<file path="src/rtl/core/lir_pkg.sv">
// Shared constants, codes and types for the linear interpolation resampler.
// No dependencies; every other file in rtl/core imports this package.
package lir_pkg;

   // result buffer depth (results kept per input beat)
   localparam int MAX_OUTPUTS = 32;
   localparam int RAM_AW      = $clog2(MAX_OUTPUTS);
   localparam int CNT_W       = $clog2(MAX_OUTPUTS + 1);

   localparam int SAMPLE_W  = 16;
   localparam int RATE_W    = 18;
   localparam int PHASE_W   = 19;
   localparam int CHAN_W    = 2;
   localparam int CSR_IDX_W = 2;
   localparam int PROD_W    = 36;   // a*dst + (b-a)*ph, signed
   localparam int STEP_W    = 5;

   // register indexes
   localparam logic [CSR_IDX_W-1:0] CSR_SOURCE_RATE   = 2'd0;
   localparam logic [CSR_IDX_W-1:0] CSR_TARGET_RATE   = 2'd1;
   localparam logic [CSR_IDX_W-1:0] CSR_CHANNEL_COUNT = 2'd2;

   localparam logic [RATE_W-1:0] RATE_RESET = 18'd44100;
   localparam logic [CHAN_W-1:0] CHAN_RESET = 2'd2;

   // divider step counts: quotient of a lerp fits 16 bits, remainder op is 18 bits
   localparam logic [STEP_W-1:0] LERP_STEPS = 5'd16;
   localparam logic [STEP_W-1:0] MOD_STEPS  = 5'd18;

   typedef logic signed [SAMPLE_W-1:0] sample_type;

   typedef enum logic {
      OP_LERP = 1'b0,
      OP_MOD  = 1'b1
   } arith_op_type;

   typedef struct packed {
      logic         start;
      arith_op_type op;
   } arith_ctl_type;

   typedef struct packed {
      logic busy;
      logic done;
   } arith_stat_type;

   typedef struct packed {
      sample_type left;
      sample_type right;
   } frame_type;

endpackage

</file>
<file path="src/rtl/core/lir_arith.sv">
// Shared arithmetic unit: one 17x19 multiplier plus a restoring divider.
// Does exact lerp (a*dst + (b-a)*ph) / dst, or an 18-bit remainder. Uses lir_pkg.
module lir_arith (
   input  logic                          clock,
   input  logic                          reset,
   input  lir_pkg::arith_ctl_type        ctl,
   input  lir_pkg::sample_type           op_a,
   input  lir_pkg::sample_type           op_b,
   input  logic [lir_pkg::RATE_W-1:0]    op_x,
   input  logic [lir_pkg::RATE_W-1:0]    op_div,
   output lir_pkg::arith_stat_type       stat,
   output lir_pkg::sample_type           quot,
   output logic [lir_pkg::RATE_W-1:0]    remainder
);
   import lir_pkg::*;

   typedef enum logic [4:0] {
      AR_IDLE  = 5'b00001,
      AR_MUL_A = 5'b00010,
      AR_MUL_B = 5'b00100,
      AR_PREP  = 5'b01000,
      AR_DIV   = 5'b10000
   } ar_state_type;

   ar_state_type              state_ff, state_in;
   sample_type                a_ff, a_in, b_ff, b_in;
   logic [RATE_W-1:0]         x_ff, x_in, div_ff, div_in;
   logic signed [PROD_W-1:0]  acc_ff, acc_in;
   logic [RATE_W-1:0]         rem_ff, rem_in, sh_ff, sh_in;
   logic [SAMPLE_W-1:0]       q_ff, q_in;
   logic [STEP_W-1:0]         cnt_ff, cnt_in;
   logic                      neg_ff, neg_in;
   logic                      done_ff, done_in;

   logic signed [SAMPLE_W:0]  mul_x;
   logic signed [RATE_W:0]    mul_y;
   logic signed [PROD_W-1:0]  prod;
   logic [PROD_W-1:0]         mag;
   logic [RATE_W+1:0]         trial;

   // multiplier operands: a*dst first, then (b-a)*ph
   assign mul_x = (state_ff == AR_MUL_A) ? {a_ff[SAMPLE_W-1], a_ff}
                                         : ({b_ff[SAMPLE_W-1], b_ff} - {a_ff[SAMPLE_W-1], a_ff});
   assign mul_y = (state_ff == AR_MUL_A) ? {1'b0, div_ff} : {1'b0, x_ff};
   assign prod  = PROD_W'(mul_x) * PROD_W'(mul_y);

   assign mag   = acc_ff[PROD_W-1] ? PROD_W'(-acc_ff) : PROD_W'(acc_ff);
   assign trial = {1'b0, rem_ff, sh_ff[RATE_W-1]} - {2'b00, div_ff};

   always_comb begin
      state_in = state_ff;
      a_in     = a_ff;
      b_in     = b_ff;
      x_in     = x_ff;
      div_in   = div_ff;
      acc_in   = acc_ff;
      rem_in   = rem_ff;
      sh_in    = sh_ff;
      q_in     = q_ff;
      cnt_in   = cnt_ff;
      neg_in   = neg_ff;
      done_in  = 1'b0;
      case (state_ff)
         AR_IDLE: begin
            if (ctl.start) begin
               a_in   = op_a;
               b_in   = op_b;
               x_in   = op_x;
               div_in = op_div;
               q_in   = '0;
               if (ctl.op == OP_LERP) begin
                  state_in = AR_MUL_A;
               end else begin
                  rem_in   = '0;
                  sh_in    = op_x;
                  cnt_in   = MOD_STEPS;
                  neg_in   = 1'b0;
                  state_in = AR_DIV;
               end
            end
         end
         AR_MUL_A: begin
            acc_in   = prod;
            state_in = AR_MUL_B;
         end
         AR_MUL_B: begin
            acc_in   = acc_ff + prod;
            state_in = AR_PREP;
         end
         AR_PREP: begin
            // |num| < dst * 2^16, so the top part already sits below the divisor
            neg_in   = acc_ff[PROD_W-1];
            rem_in   = mag[SAMPLE_W +: RATE_W];
            sh_in    = {mag[SAMPLE_W-1:0], {(RATE_W-SAMPLE_W){1'b0}}};
            cnt_in   = LERP_STEPS;
            state_in = AR_DIV;
         end
         AR_DIV: begin
            if (!trial[RATE_W+1]) begin
               rem_in = trial[RATE_W-1:0];
               q_in   = {q_ff[SAMPLE_W-2:0], 1'b1};
            end else begin
               rem_in = {rem_ff[RATE_W-2:0], sh_ff[RATE_W-1]};
               q_in   = {q_ff[SAMPLE_W-2:0], 1'b0};
            end
            sh_in  = {sh_ff[RATE_W-2:0], 1'b0};
            cnt_in = cnt_ff - STEP_W'(1);
            if (cnt_ff == STEP_W'(1)) begin
               done_in  = 1'b1;
               state_in = AR_IDLE;
            end
         end
         default: begin
            state_in = AR_IDLE;
         end
      endcase
   end

   always_ff @(posedge clock) begin
      if (reset) begin
         state_ff <= AR_IDLE;
         done_ff  <= 1'b0;
      end else begin
         state_ff <= state_in;
         done_ff  <= done_in;
      end
   end

   always_ff @(posedge clock) begin
      a_ff   <= a_in;
      b_ff   <= b_in;
      x_ff   <= x_in;
      div_ff <= div_in;
      acc_ff <= acc_in;
      rem_ff <= rem_in;
      sh_ff  <= sh_in;
      q_ff   <= q_in;
      cnt_ff <= cnt_in;
      neg_ff <= neg_in;
   end

   // truncation toward zero: divide magnitudes, then restore the sign
   assign quot      = neg_ff ? sample_type'(-q_ff) : sample_type'(q_ff);
   assign remainder = rem_ff;
   assign stat.busy = (state_ff != AR_IDLE);
   assign stat.done = done_ff;

endmodule

</file>
<file path="src/rtl/core/lir_result_ram.sv">
// Result buffer: one write port, one registered read port, MAX_OUTPUTS frames.
// Depends on lir_pkg for depth and frame type.
module lir_result_ram (
   input  logic                          clock,
   input  logic                          wr_en,
   input  logic [lir_pkg::RAM_AW-1:0]    wr_addr,
   input  lir_pkg::frame_type            wr_data,
   input  logic [lir_pkg::RAM_AW-1:0]    rd_addr,
   output lir_pkg::frame_type            rd_data
);
   import lir_pkg::*;

   frame_type mem_ff [MAX_OUTPUTS];
   frame_type rd_data_ff;

   always_ff @(posedge clock) begin
      if (wr_en) begin
         mem_ff[wr_addr] <= wr_data;
      end
   end

   always_ff @(posedge clock) begin
      rd_data_ff <= mem_ff[rd_addr];
   end

   assign rd_data = rd_data_ff;

endmodule

</file>
<file path="src/rtl/core/linear_interp_resampler.sv">
// Top level of the linear interpolation resampler: sequencer, state and output stage.
// Depends on lir_pkg, lir_arith and lir_result_ram.
//
// Converts 16-bit mono or stereo PCM frames from source_rate to target_rate. Output
// frame d sits at source position d*source_rate/target_rate; its value is
// s0 + (s1 - s0) * phase/target_rate computed exactly and truncated toward zero.
// One input beat is taken, then req_stall stays high until every result it causes
// has been delivered. All results of a beat are first computed into a small
// buffer, because the dropped flag (more than MAX_OUTPUTS results) and run_end
// apply to the whole run; they are then streamed out. Timing is set by the single
// shared multiply/divide unit: each interpolated sample takes two multiplies, a sign
// step and a 16-step divide, and a stereo frame does this once per channel. A run
// that overflows the buffer adds an 18-step remainder that skips the lost positions.
// Each result beat then drains from the buffer through S_RD, S_LD and S_OUT, and
// waits in S_OUT while rsp_stall is high. With equal rates a frame passes straight
// through without interpolation. Rate registers holding 0 act as 1; channel_count
// 0 or 1 is mono, 2 or 3 is stereo.
// The configuration port may only be written while the block is idle.
module linear_interp_resampler (
   input  logic                            clock,
   input  logic                            reset,
   input  logic                            csr_write_en,
   input  logic [lir_pkg::CSR_IDX_W-1:0]   csr_index,
   input  logic [lir_pkg::RATE_W-1:0]      csr_write_data,
   input  logic                            req_valid,
   output logic                            req_stall,
   input  lir_pkg::sample_type             req_in_left,
   input  lir_pkg::sample_type             req_in_right,
   input  logic                            req_final_frame,
   output logic                            rsp_valid,
   input  logic                            rsp_stall,
   output lir_pkg::sample_type             rsp_out_left,
   output lir_pkg::sample_type             rsp_out_right,
   output logic                            rsp_run_end,
   output logic                            rsp_dropped
);
   import lir_pkg::*;

   typedef enum logic [7:0] {
      S_IDLE  = 8'b00000001,
      S_LOOP  = 8'b00000010,   // decide: next output, skip, or end of run
      S_LEFT  = 8'b00000100,
      S_RIGHT = 8'b00001000,
      S_MOD   = 8'b00010000,   // remainder for skipped positions
      S_RD    = 8'b00100000,
      S_LD    = 8'b01000000,
      S_OUT   = 8'b10000000
   } state_type;

   state_type              state_ff, state_in;

   // configuration
   logic [RATE_W-1:0]      src_ff, src_in, dst_ff, dst_in;
   logic [CHAN_W-1:0]      chan_ff, chan_in;

   // architectural state
   sample_type             held_l_ff, held_l_in, held_r_ff, held_r_in;
   logic                   have_held_ff, have_held_in;
   logic [PHASE_W-1:0]     phase_ff, phase_in;

   // current beat
   sample_type             cur_l_ff, cur_l_in, cur_r_ff, cur_r_in;
   logic                   fin_ff, fin_in;
   logic                   run2_ff, run2_in;    // second run: last frame against itself
   sample_type             res_l_ff, res_l_in;
   logic [CNT_W-1:0]       n_ff, n_in;
   logic                   drop_ff, drop_in;
   logic [RAM_AW-1:0]      rd_ff, rd_in;

   // output stage
   logic                   valid_ff, valid_in;
   sample_type             out_l_ff, out_l_in, out_r_ff, out_r_in;
   logic                   run_end_ff, run_end_in;
   logic                   dropped_ff, dropped_in;

   // arithmetic unit and buffer hookup
   arith_ctl_type          ar_ctl;
   arith_stat_type         ar_stat;
   sample_type             ar_a, ar_b, ar_quot;
   logic [RATE_W-1:0]      ar_x, ar_div, ar_rem;
   logic                   wr_en;
   logic [RAM_AW-1:0]      wr_addr;
   frame_type              wr_data, ram_rd;

   logic [RATE_W-1:0]      src_eff, dst_eff;
   logic                   stereo, accept, ph_lt, full, last_beat, run_done;
   sample_type             in_r, a_l, a_r;
   logic [PHASE_W-1:0]     ph_step, ph_wrap, mod_phase, run_phase;

   assign src_eff   = (src_ff == '0) ? RATE_W'(1) : src_ff;
   assign dst_eff   = (dst_ff == '0) ? RATE_W'(1) : dst_ff;
   assign stereo    = chan_ff[1];
   assign in_r      = stereo ? req_in_right : sample_type'(0);
   assign accept    = req_valid && (state_ff == S_IDLE);
   assign a_l       = run2_ff ? cur_l_ff : held_l_ff;
   assign a_r       = run2_ff ? cur_r_ff : held_r_ff;
   assign ph_lt     = phase_ff < PHASE_W'(dst_eff);
   assign full      = (n_ff == CNT_W'(MAX_OUTPUTS));
   assign ph_step   = phase_ff + PHASE_W'(src_eff);
   assign ph_wrap   = phase_ff - PHASE_W'(dst_eff);
   // phase after skipping: (src - (dst-ph) mod src) mod src
   assign mod_phase = (ar_rem == '0) ? '0 : PHASE_W'(src_eff - ar_rem);
   assign last_beat = ((CNT_W'(rd_ff) + CNT_W'(1)) == n_ff);

   // operand selection for the shared unit; the right channel starts from S_LEFT
   assign ar_a   = (state_ff == S_LEFT) ? a_r : a_l;
   assign ar_b   = (state_ff == S_LEFT) ? cur_r_ff : cur_l_ff;
   assign ar_x   = full ? (dst_eff - phase_ff[RATE_W-1:0]) : phase_ff[RATE_W-1:0];
   assign ar_div = full ? src_eff : dst_eff;

   always_comb begin
      state_in     = state_ff;
      src_in       = src_ff;
      dst_in       = dst_ff;
      chan_in      = chan_ff;
      held_l_in    = held_l_ff;
      held_r_in    = held_r_ff;
      have_held_in = have_held_ff;
      phase_in     = phase_ff;
      cur_l_in     = cur_l_ff;
      cur_r_in     = cur_r_ff;
      fin_in       = fin_ff;
      run2_in      = run2_ff;
      res_l_in     = res_l_ff;
      n_in         = n_ff;
      drop_in      = drop_ff;
      rd_in        = rd_ff;
      valid_in     = valid_ff;
      out_l_in     = out_l_ff;
      out_r_in     = out_r_ff;
      run_end_in   = run_end_ff;
      dropped_in   = dropped_ff;
      ar_ctl.start = 1'b0;
      ar_ctl.op    = OP_LERP;
      wr_en        = 1'b0;
      wr_addr      = n_ff[RAM_AW-1:0];
      wr_data      = '{left: res_l_ff, right: ar_quot};
      run_done     = 1'b0;
      run_phase    = phase_ff;

      if (csr_write_en) begin
         case (csr_index)
            CSR_SOURCE_RATE:   src_in  = csr_write_data;
            CSR_TARGET_RATE:   dst_in  = csr_write_data;
            CSR_CHANNEL_COUNT: chan_in = csr_write_data[CHAN_W-1:0];
            default: begin
            end
         endcase
      end

      case (state_ff)
         S_IDLE: begin
            if (accept) begin
               cur_l_in = req_in_left;
               cur_r_in = in_r;
               fin_in   = req_final_frame;
               n_in     = '0;
               drop_in  = 1'b0;
               run2_in  = 1'b0;
               rd_in    = '0;
               if (src_eff == dst_eff) begin
                  // pass-through, state untouched
                  wr_en    = 1'b1;
                  wr_addr  = '0;
                  wr_data  = '{left: req_in_left, right: in_r};
                  n_in     = CNT_W'(1);
                  state_in = S_RD;
               end else if (have_held_ff) begin
                  state_in = S_LOOP;
               end else if (req_final_frame) begin
                  run2_in  = 1'b1;
                  state_in = S_LOOP;
               end else begin
                  // first frame of a buffer: just hold it
                  held_l_in    = req_in_left;
                  held_r_in    = in_r;
                  have_held_in = 1'b1;
               end
            end
         end
         S_LOOP: begin
            if (ph_lt) begin
               ar_ctl.start = 1'b1;
               if (full) begin
                  ar_ctl.op = OP_MOD;
                  drop_in   = 1'b1;
                  state_in  = S_MOD;
               end else begin
                  state_in = S_LEFT;
               end
            end else begin
               run_done  = 1'b1;
               run_phase = ph_wrap;
            end
         end
         S_LEFT: begin
            if (ar_stat.done) begin
               res_l_in = ar_quot;
               if (stereo) begin
                  ar_ctl.start = 1'b1;
                  state_in     = S_RIGHT;
               end else begin
                  wr_en    = 1'b1;
                  wr_data  = '{left: ar_quot, right: sample_type'(0)};
                  n_in     = n_ff + CNT_W'(1);
                  phase_in = ph_step;
                  state_in = S_LOOP;
               end
            end
         end
         S_RIGHT: begin
            if (ar_stat.done) begin
               wr_en    = 1'b1;
               n_in     = n_ff + CNT_W'(1);
               phase_in = ph_step;
               state_in = S_LOOP;
            end
         end
         S_MOD: begin
            if (ar_stat.done) begin
               run_done  = 1'b1;
               run_phase = mod_phase;
            end
         end
         S_RD: begin
            state_in = S_LD;
         end
         S_LD: begin
            valid_in   = 1'b1;
            out_l_in   = ram_rd.left;
            out_r_in   = ram_rd.right;
            run_end_in = last_beat;
            dropped_in = drop_ff;
            state_in   = S_OUT;
         end
         S_OUT: begin
            if (!rsp_stall) begin
               valid_in = 1'b0;
               if (last_beat) begin
                  state_in = S_IDLE;
               end else begin
                  rd_in    = rd_ff + RAM_AW'(1);
                  state_in = S_RD;
               end
            end
         end
         default: begin
            state_in = S_IDLE;
         end
      endcase

      // end of one interpolation run
      if (run_done) begin
         phase_in = run_phase;
         if (fin_ff && !run2_ff) begin
            run2_in  = 1'b1;
            state_in = S_LOOP;
         end else begin
            if (fin_ff) begin
               held_l_in    = '0;
               held_r_in    = '0;
               have_held_in = 1'b0;
               phase_in     = '0;
            end else begin
               held_l_in    = cur_l_ff;
               held_r_in    = cur_r_ff;
               have_held_in = 1'b1;
            end
            rd_in    = '0;
            state_in = (n_ff != '0) ? S_RD : S_IDLE;
         end
      end
   end

   always_ff @(posedge clock) begin
      if (reset) begin
         state_ff     <= S_IDLE;
         src_ff       <= RATE_RESET;
         dst_ff       <= RATE_RESET;
         chan_ff      <= CHAN_RESET;
         held_l_ff    <= '0;
         held_r_ff    <= '0;
         have_held_ff <= 1'b0;
         phase_ff     <= '0;
         n_ff         <= '0;
         rd_ff        <= '0;
         valid_ff     <= 1'b0;
      end else begin
         state_ff     <= state_in;
         src_ff       <= src_in;
         dst_ff       <= dst_in;
         chan_ff      <= chan_in;
         held_l_ff    <= held_l_in;
         held_r_ff    <= held_r_in;
         have_held_ff <= have_held_in;
         phase_ff     <= phase_in;
         n_ff         <= n_in;
         rd_ff        <= rd_in;
         valid_ff     <= valid_in;
      end
   end

   always_ff @(posedge clock) begin
      cur_l_ff   <= cur_l_in;
      cur_r_ff   <= cur_r_in;
      fin_ff     <= fin_in;
      run2_ff    <= run2_in;
      res_l_ff   <= res_l_in;
      drop_ff    <= drop_in;
      out_l_ff   <= out_l_in;
      out_r_ff   <= out_r_in;
      run_end_ff <= run_end_in;
      dropped_ff <= dropped_in;
   end

   lir_arith u_arith (
      .clock     (clock),
      .reset     (reset),
      .ctl       (ar_ctl),
      .op_a      (ar_a),
      .op_b      (ar_b),
      .op_x      (ar_x),
      .op_div    (ar_div),
      .stat      (ar_stat),
      .quot      (ar_quot),
      .remainder (ar_rem)
   );

   lir_result_ram u_ram (
      .clock   (clock),
      .wr_en   (wr_en),
      .wr_addr (wr_addr),
      .wr_data (wr_data),
      .rd_addr (rd_ff),
      .rd_data (ram_rd)
   );

   assign req_stall     = (state_ff != S_IDLE);
   assign rsp_valid     = valid_ff;
   assign rsp_out_left  = out_l_ff;
   assign rsp_out_right = out_r_ff;
   assign rsp_run_end   = run_end_ff;
   assign rsp_dropped   = dropped_ff;

   // shared unit is never restarted mid-operation
   a_start_idle: assert property (@(posedge clock) disable iff (reset)
      ar_ctl.start |-> !ar_stat.busy)
      else $error("arith unit started while busy");

   // buffer never overfills
   a_count_bound: assert property (@(posedge clock) disable iff (reset)
      n_ff <= CNT_W'(MAX_OUTPUTS))
      else $error("result count beyond buffer depth");

   // a result beat is only shown from the drain stage
   a_valid_drain: assert property (@(posedge clock) disable iff (reset)
      rsp_valid |-> (state_ff == S_OUT))
      else $error("rsp_valid outside drain");

   // completions only land where the sequencer waits for them
   a_done_wait: assert property (@(posedge clock) disable iff (reset)
      ar_stat.done |-> (state_ff == S_LEFT || state_ff == S_RIGHT || state_ff == S_MOD))
      else $error("arith completion not awaited");

   // last beat of a run releases the input side
   a_end_idle: assert property (@(posedge clock) disable iff (reset)
      (rsp_valid && !rsp_stall && rsp_run_end) |=> (state_ff == S_IDLE))
      else $error("run_end beat did not return to idle");

endmodule
</file>
<file path="config.mk">
export PLATFORM = sky130hd
export DESIGN_NAME = linear_interp_resampler
export DESIGN_NICKNAME = d
export VERILOG_FILES = /design/src/rtl/core/lir_pkg.sv /design/src/rtl/core/lir_arith.sv /design/src/rtl/core/lir_result_ram.sv /design/src/rtl/core/linear_interp_resampler.sv
export SDC_FILE = /design/constraint.sdc
export NUM_CORES = 2
export LEC_CHECK = 0
export BUFFER_PORTS_ARGS = -buffer_cell sky130_fd_sc_hd__buf_2
export CAP_MARGIN = 25
export CORE_UTILIZATION = 51
export DETAILED_ROUTE_END_ITERATION = 6
export HOLD_SLACK_MARGIN = 0.03
export PLACE_DENSITY = 0.67
export SLEW_MARGIN = 20
export SYNTH_ARGS = -nofsm -noshare
export SYNTH_HDL_FRONTEND = slang
export SYNTH_SLANG_ARGS = --single-unit
</file>
<file path="constraint.sdc">
create_clock -name clock -period 11.7 [get_ports clock]
set_input_delay 0.585 -clock clock [delete_from_list [all_inputs] [get_ports clock]]
set_output_delay 0.585 -clock clock [all_outputs]
set_load 0.02 [all_outputs]
</file>
**After elaboration in Yosys (flattened, before gate mapping)**

Memory sizes are Yosys's and may differ from the RTL's. A register that Yosys moved wholly into a read port is not among the register bits.
Cells that the tools add are included.

- Bits in registers: 363
- RAM bits: 1024
- Input bits: 58
- Output and inout port bits: 36
- Logic and storage cells: 254
- Memories kept: 1

Memories:

| name | words | bits a word | read ports | clocked after Yosys merged registers in | write ports | RTL line | RTL |
|---|---|---|---|---|---|---|---|
| u_ram.mem_ff | 32 | 32 | 1 | 1 | 1 | lir_result_ram.sv:13 | `frame_type mem_ff [MAX_OUTPUTS];` |

- Add/sub/neg operators: 13
- Multiply operators: 1
- Magnitude comparators: 1
- Equality and inequality tests: 38
- Mux-type cells: 134
- Bitwise gates (word level): 1
- Reduce and logical (&&, ||, !) cells: 32

Operators by type and width:

| cell | count |
|---|---|
| $mux W16 | 23 |
| $mux W18 | 10 |
| $mux W19 | 9 |
| $mux W32 | 4 |
| $pmux W18 S3 | 2 |
| $pmux W19 S2 | 2 |
| $mux W8 | 9 |
| $pmux W36 S2 | 1 |
| $mux W5 | 14 |
| $pmux W32 S2 | 1 |
| $pmux W8 S8 | 1 |
| $logic_not A18 Y1 | 3 |
| $mux W6 | 7 |
| $add A36 B36 Y36 | 1 |
| $mul A17 B19 Y36 | 1 |
| $mux W1 | 36 |
| $mux W34 | 1 |
| $neg A34 Y34 | 1 |
| $pmux W16 S2 | 1 |
| $pmux W5 S5 | 1 |
| $sub A19 B18 Y20 | 1 |
| $add A19 B18 Y19 | 1 |
| $lt A19 B18 Y1 | 1 |
| $sub A18 B18 Y19 | 1 |
| 53 further kinds | 88 |

**Depth between registers and ports, before layout**

- Depth after elaboration: 9
- Depth in mapped cells: 46
- Mapped depth without buffers: 44

**Cells and area by module**

Synthesis repeated with hierarchy kept, for this count alone.

- Cell total of the unflattened synthesis: 6297
- Area total of the unflattened synthesis: 75537.4 µm²

Modules (own cells, without submodules):

| module | times used | cells each | area each (µm²) | sequential area each (µm²) |
|---|---|---|---|---|
| lir_result_ram | 1 | 2260 | 40485.1 | 31390.1 |
| lir_arith | 1 | 2389 | 21633.2 | 4984.8 |
| linear_interp_resampler | 1 | 1648 | 13419.1 | 4724.5 |

**Least setup slack after synthesis**

Ideal clock, no wire load.

- Path type: flip-flop to flip-flop
- Start: register u_arith.a_ff[0]
- End: register u_arith.acc_ff[33] (data pin)
- Library setup time: 0.260 ns
- Arrival: 9.242 ns
- Required time: 11.440 ns
- Setup slack: 2.198 ns
- Cell stages (with the launch flop): 45
- Path buffers: 2
- Period minus slack after synthesis: 9.502 ns
- Cell sequence: edfxtp_1 ha_1 fa_1 nor2b_1 o21a_1 o21ai_1 a21oi_1 o21ai_1 a21boi_0 o21ai_0 a211oi_1 a21o_1 clkbuf_1 clkbuf_1 nand2_1 fa_1 inv_1 fa_1 (+9 left out) a21o_1 a21o_1 a21o_1 a21oi_1 o31ai_1 and4_1 or4b_1 a21oi_1 xnor2_1 ha_1 a21o_1 a21o_1 a21oi_1 a31oi_1 a21o_1 a21oi_1 xnor2_1 mux2_2

- Longest elaborated chain between the ends: 5

RTL lines:

| element | RTL line | RTL |
|---|---|---|
| start: declaration | lir_arith.sv:26 | `sample_type a_ff, a_in, b_ff, b_in;` |
| start signal: assignment | lir_arith.sv:130 | `a_ff <= a_in;` |
| $sub A16 B16 Y17 | lir_arith.sv:43 | `: ({b_ff[SAMPLE_W-1], b_ff} - {a_ff[SAMPLE_W-1], a_ff});` |
| $mux W17 (*) | lir_arith.sv:42 | `assign mul_x = (state_ff == AR_MUL_A) ? {a_ff[SAMPLE_W-1], a_ff}` |
| $mul A17 B19 Y36 (*) | lir_arith.sv:45 | `assign prod = PROD_W'(mul_x) * PROD_W'(mul_y);` |
| $add A36 B36 Y36 | lir_arith.sv:87 | `acc_in = acc_ff + prod;` |
| $pmux W36 S2 (*) | lir_arith.sv:63 | `case (state_ff)` |
| named net u_arith.acc_in[33] | lir_arith.sv:28 | `logic signed [PROD_W-1:0] acc_ff, acc_in;` |
| end signal: assignment | lir_arith.sv:134 | `acc_ff <= acc_in;` |
| end: declaration | lir_arith.sv:28 |  |

The timed path passes the listed nets; every way through them passes the cells marked *.
A chain may end at the register's enable or synchronous reset.

**Final worst setup path**

- Start: register u_arith.a_ff[0]
- End: register u_arith.acc_ff[35] (data pin)

The elaborated chain is that of the path after synthesis.

==> metrics.yaml <==
htreeDepth: 4
synthArstFlopShare_pct: 0
end_kind: "flip-flop"
grt_pass1_wl_um: 301000
seq_area_frac_synth_pct: 55.8
synth_area_leaders: "edfxtp_1 (52%), mux4_2 (9.8%), fa_1 (6.7%), ha_1 (4.8%), dfxtp_1 (4.0%)"
routed-via-count: 46500
antenna_left: 0
worstSetupPathType: "reg -> reg"
rrSetupSlack_ps: 1190
run_status: "completed"
synth_ff_type: "edfxtp_1"
ff2ff_path_depth: 40
ys_top_cells_by_count: "edfxtp_1 (1270), nand2_1 (582), inv_1 (476), mux4_2 (320), nor2_1 (304)"
synth_largest_area_cell: "edfxtp_1"
ys_ff_latch: 1418
r2r-end: "u_arith.acc_ff[35]"
post_cts.repair.setup_buffers: 0
fp.dieW_um: 382
grt_max_degree: 144
grt_pass1_vias: 46600
critPathLaunchType: "flip-flop"
r2r_start: "u_arith.a_ff[0]"
clkSlewWorstSetupHoldPaths_ps: 60
worstPathArrival_ps: 11020
cts_resized: 0
grt.total_usage_pct: 28.1
crit_fanout: 18
worstHoldPathCells: 3
antenna_found_initial: 24
cts_tree: "done"
area_delta_synth_final_pct: 11.5
setup_violations: 0
core_sq_um: 143000
netlist_instances: 5424
gr-total-overflow: 0
die_h_um: 382
fin_tns_setup_ps: 0
synth_area_sq_um: 73700
cpPeakStageDelay_ps: 640
cts_root_buf: "clkbuf_16"
timing.final.hold_violations: 0
ioPinCount: 94
layout.nets: 6135
timing.fmax_mhz: 95.2
clock_latency_ps: 790
num_rows: 139
yosysTopAreaCellShare_pct: 51.8
drive_gt1_share_pct: 15.6
synth_warnings: 0
hold-worst-slack_ps: 79.2
critical_path.most_common_cell: "fa_1"
firstDrtPassIters: 6
drv_cap: 0
place_ws_ps: 1250
drc: 0
start_util_pct: 51.3
avgSynthCellArea_sq_um: 13.6
holdPathEnd: "chan_ff[1]"
drt-total-wl_um: 204000
nFillCells: 11200
setup_ws_ps: 1190
required_ps: 12210
worstHoldPathType: "in -> reg"
hold_start: "csr_write_data[1]"
clockBufferDepth: 3
place.gp.congestion: 0.975
fin_skew_ps: 78.1
cts_sinks: 1418
slew_violations: 0
wl_per_cell_um: 26.9
dp_hpwl_um: 132000
viasPerCell: 6.13
period_minus_slack_ps: 10510
slowest_stage: "a21o_1"
fp.dieArea_sq_um: 146000
finalCritPeriodShare_pct: 89.8
tightestPinTransition_ps: 1090
port-buffer-count: 93
cts-buffers-inserted: 147
syn_nets: 6010
synth_edf_count: 1270
ys_types: 95
rsz0062_at_grt: "false"
drt_iter0_drc: 4838
synth_most_common_cell: "edfxtp_1"
max_slew_margin_pct: 27.3
[final cells by class]
cell class / count / area [sq um] / share of cell area [%]
repair buffers: 231 / 1650 / 2.01
well taps: 1903 / 2380 / 2.90
inverters: 482 / 1810 / 2.20
clock inverters: 73 / 923 / 1.12
diodes: 10 / 25.0 / 0.0305
clock buffers: 196 / 4050 / 4.92
flip-flops and latches: 1418 / 41100 / 50.0
multi-input cells: 3269 / 30200 / 36.8
[layout by cell type, fill, tap and decap left out, drive strengths merged, types with 17 or more instances in the layout]
cell            n
a211oi         31
a21o           66
a21oi         197
a221o          17
a31oi          27
and2           69
and3           19
buf           206
clkbuf        197
clkinv         54
dfxtp         148
dlygate4sd3    24
edfxtp       1270
fa            246
ha            282
inv           486
mux2           41
mux2i          74
mux4          320
nand2         582
nand2b         31
nand3          55
nor2          304
nor2b          29
nor3           46
nor4           22
o211ai         23
o21a           20
o21ai         250
o22ai          28
o31ai          30
xnor2         127
xor2           94
[metal layers]
metal,global-route usage (%),vias to the layer above,part of all wire [%]
met3,5.05,496,8.7
met4,12.7,24,4.8
met5,0,-,0.079
li1,-,20200,-
met2,45.3,2162,48
met1,37.3,23500,39
[worst max-delay path by stage]
stage	start	cells after the start	end	slack (ps)
3_3_place_gp	u_arith.a_ff[0]	43	u_arith.acc_ff[35]	1350
4_1_cts	u_arith.a_ff[0]	40	u_arith.acc_ff[35]	1250
2_1_floorplan	u_arith.a_ff[0]	44	u_arith.acc_ff[33]	2200
5_1_grt	u_arith.a_ff[0]	42	u_arith.acc_ff[35]	350
3_5_place_dp	u_arith.a_ff[0]	40	u_arith.acc_ff[35]	1250
6_report	u_arith.a_ff[0]	40	u_arith.acc_ff[35]	1190
[kinds of logic after synthesis]
family	count (synthesis)	synth area share (%)
AO/OA/AOI/OAI	848	7.42
XOR/XNOR	221	2.63
adder cells (fa/ha/maj)	528	11.5
buffers and inverters	737	3.78
flip-flops	1418	55.8
multiplexers	435	11.4
AND/OR/NAND/NOR	1237	7.50
[sequential cells by signal (all words and copies together), names as in the netlist, 8 cells and up]
signal / cells
u_ram.rd_data: 32
u_arith.div_ff: 18
src_ff: 18
held_r_ff: 16
held_l_ff: 16
rsp_out_right: 16
u_arith.acc_ff: 36
u_arith.a_ff: 16
u_ram.mem_ff: 1024
dst_ff: 18
u_arith.b_ff: 16
phase_ff: 19
u_arith.q_ff: 16
cur_l_ff: 16
state_ff: 8
u_arith.remainder: 18
rsp_out_left: 16
cur_r_ff: 16
u_arith.x_ff: 18
u_arith.sh_ff: 18
res_l_ff: 16
[stage by stage]
step                      cell area, sq um  util (%)  instances
after floorplan                      73700         -       5424
after global placement               76700      53.5       7266
after detailed placement             76800      53.5       7273
after CTS                            82000      57.2       7566
after global routing                 82100      57.2       7572
final                                82200      57.3       7582
[critical path: cells and delay by family, from the launching register on]
family | cells | cell delay, ps
xor+xnor | 2 | 260
flops | 1 | 400
compound gates | 20 | 4100
simple gates | 5 | 1040
buf+inv | 3 | 150
fa+ha+maj | 10 | 4300
[repair_timing]
item	4_1_cts	5_1_grt
endpoints found under the hold margin	33	0
hold buffers	24	0
endpoints found under the setup margin	0	0
Power is not shown: default switching activity piles up to over one toggle a cycle in this logic, so the estimate is an artifact.
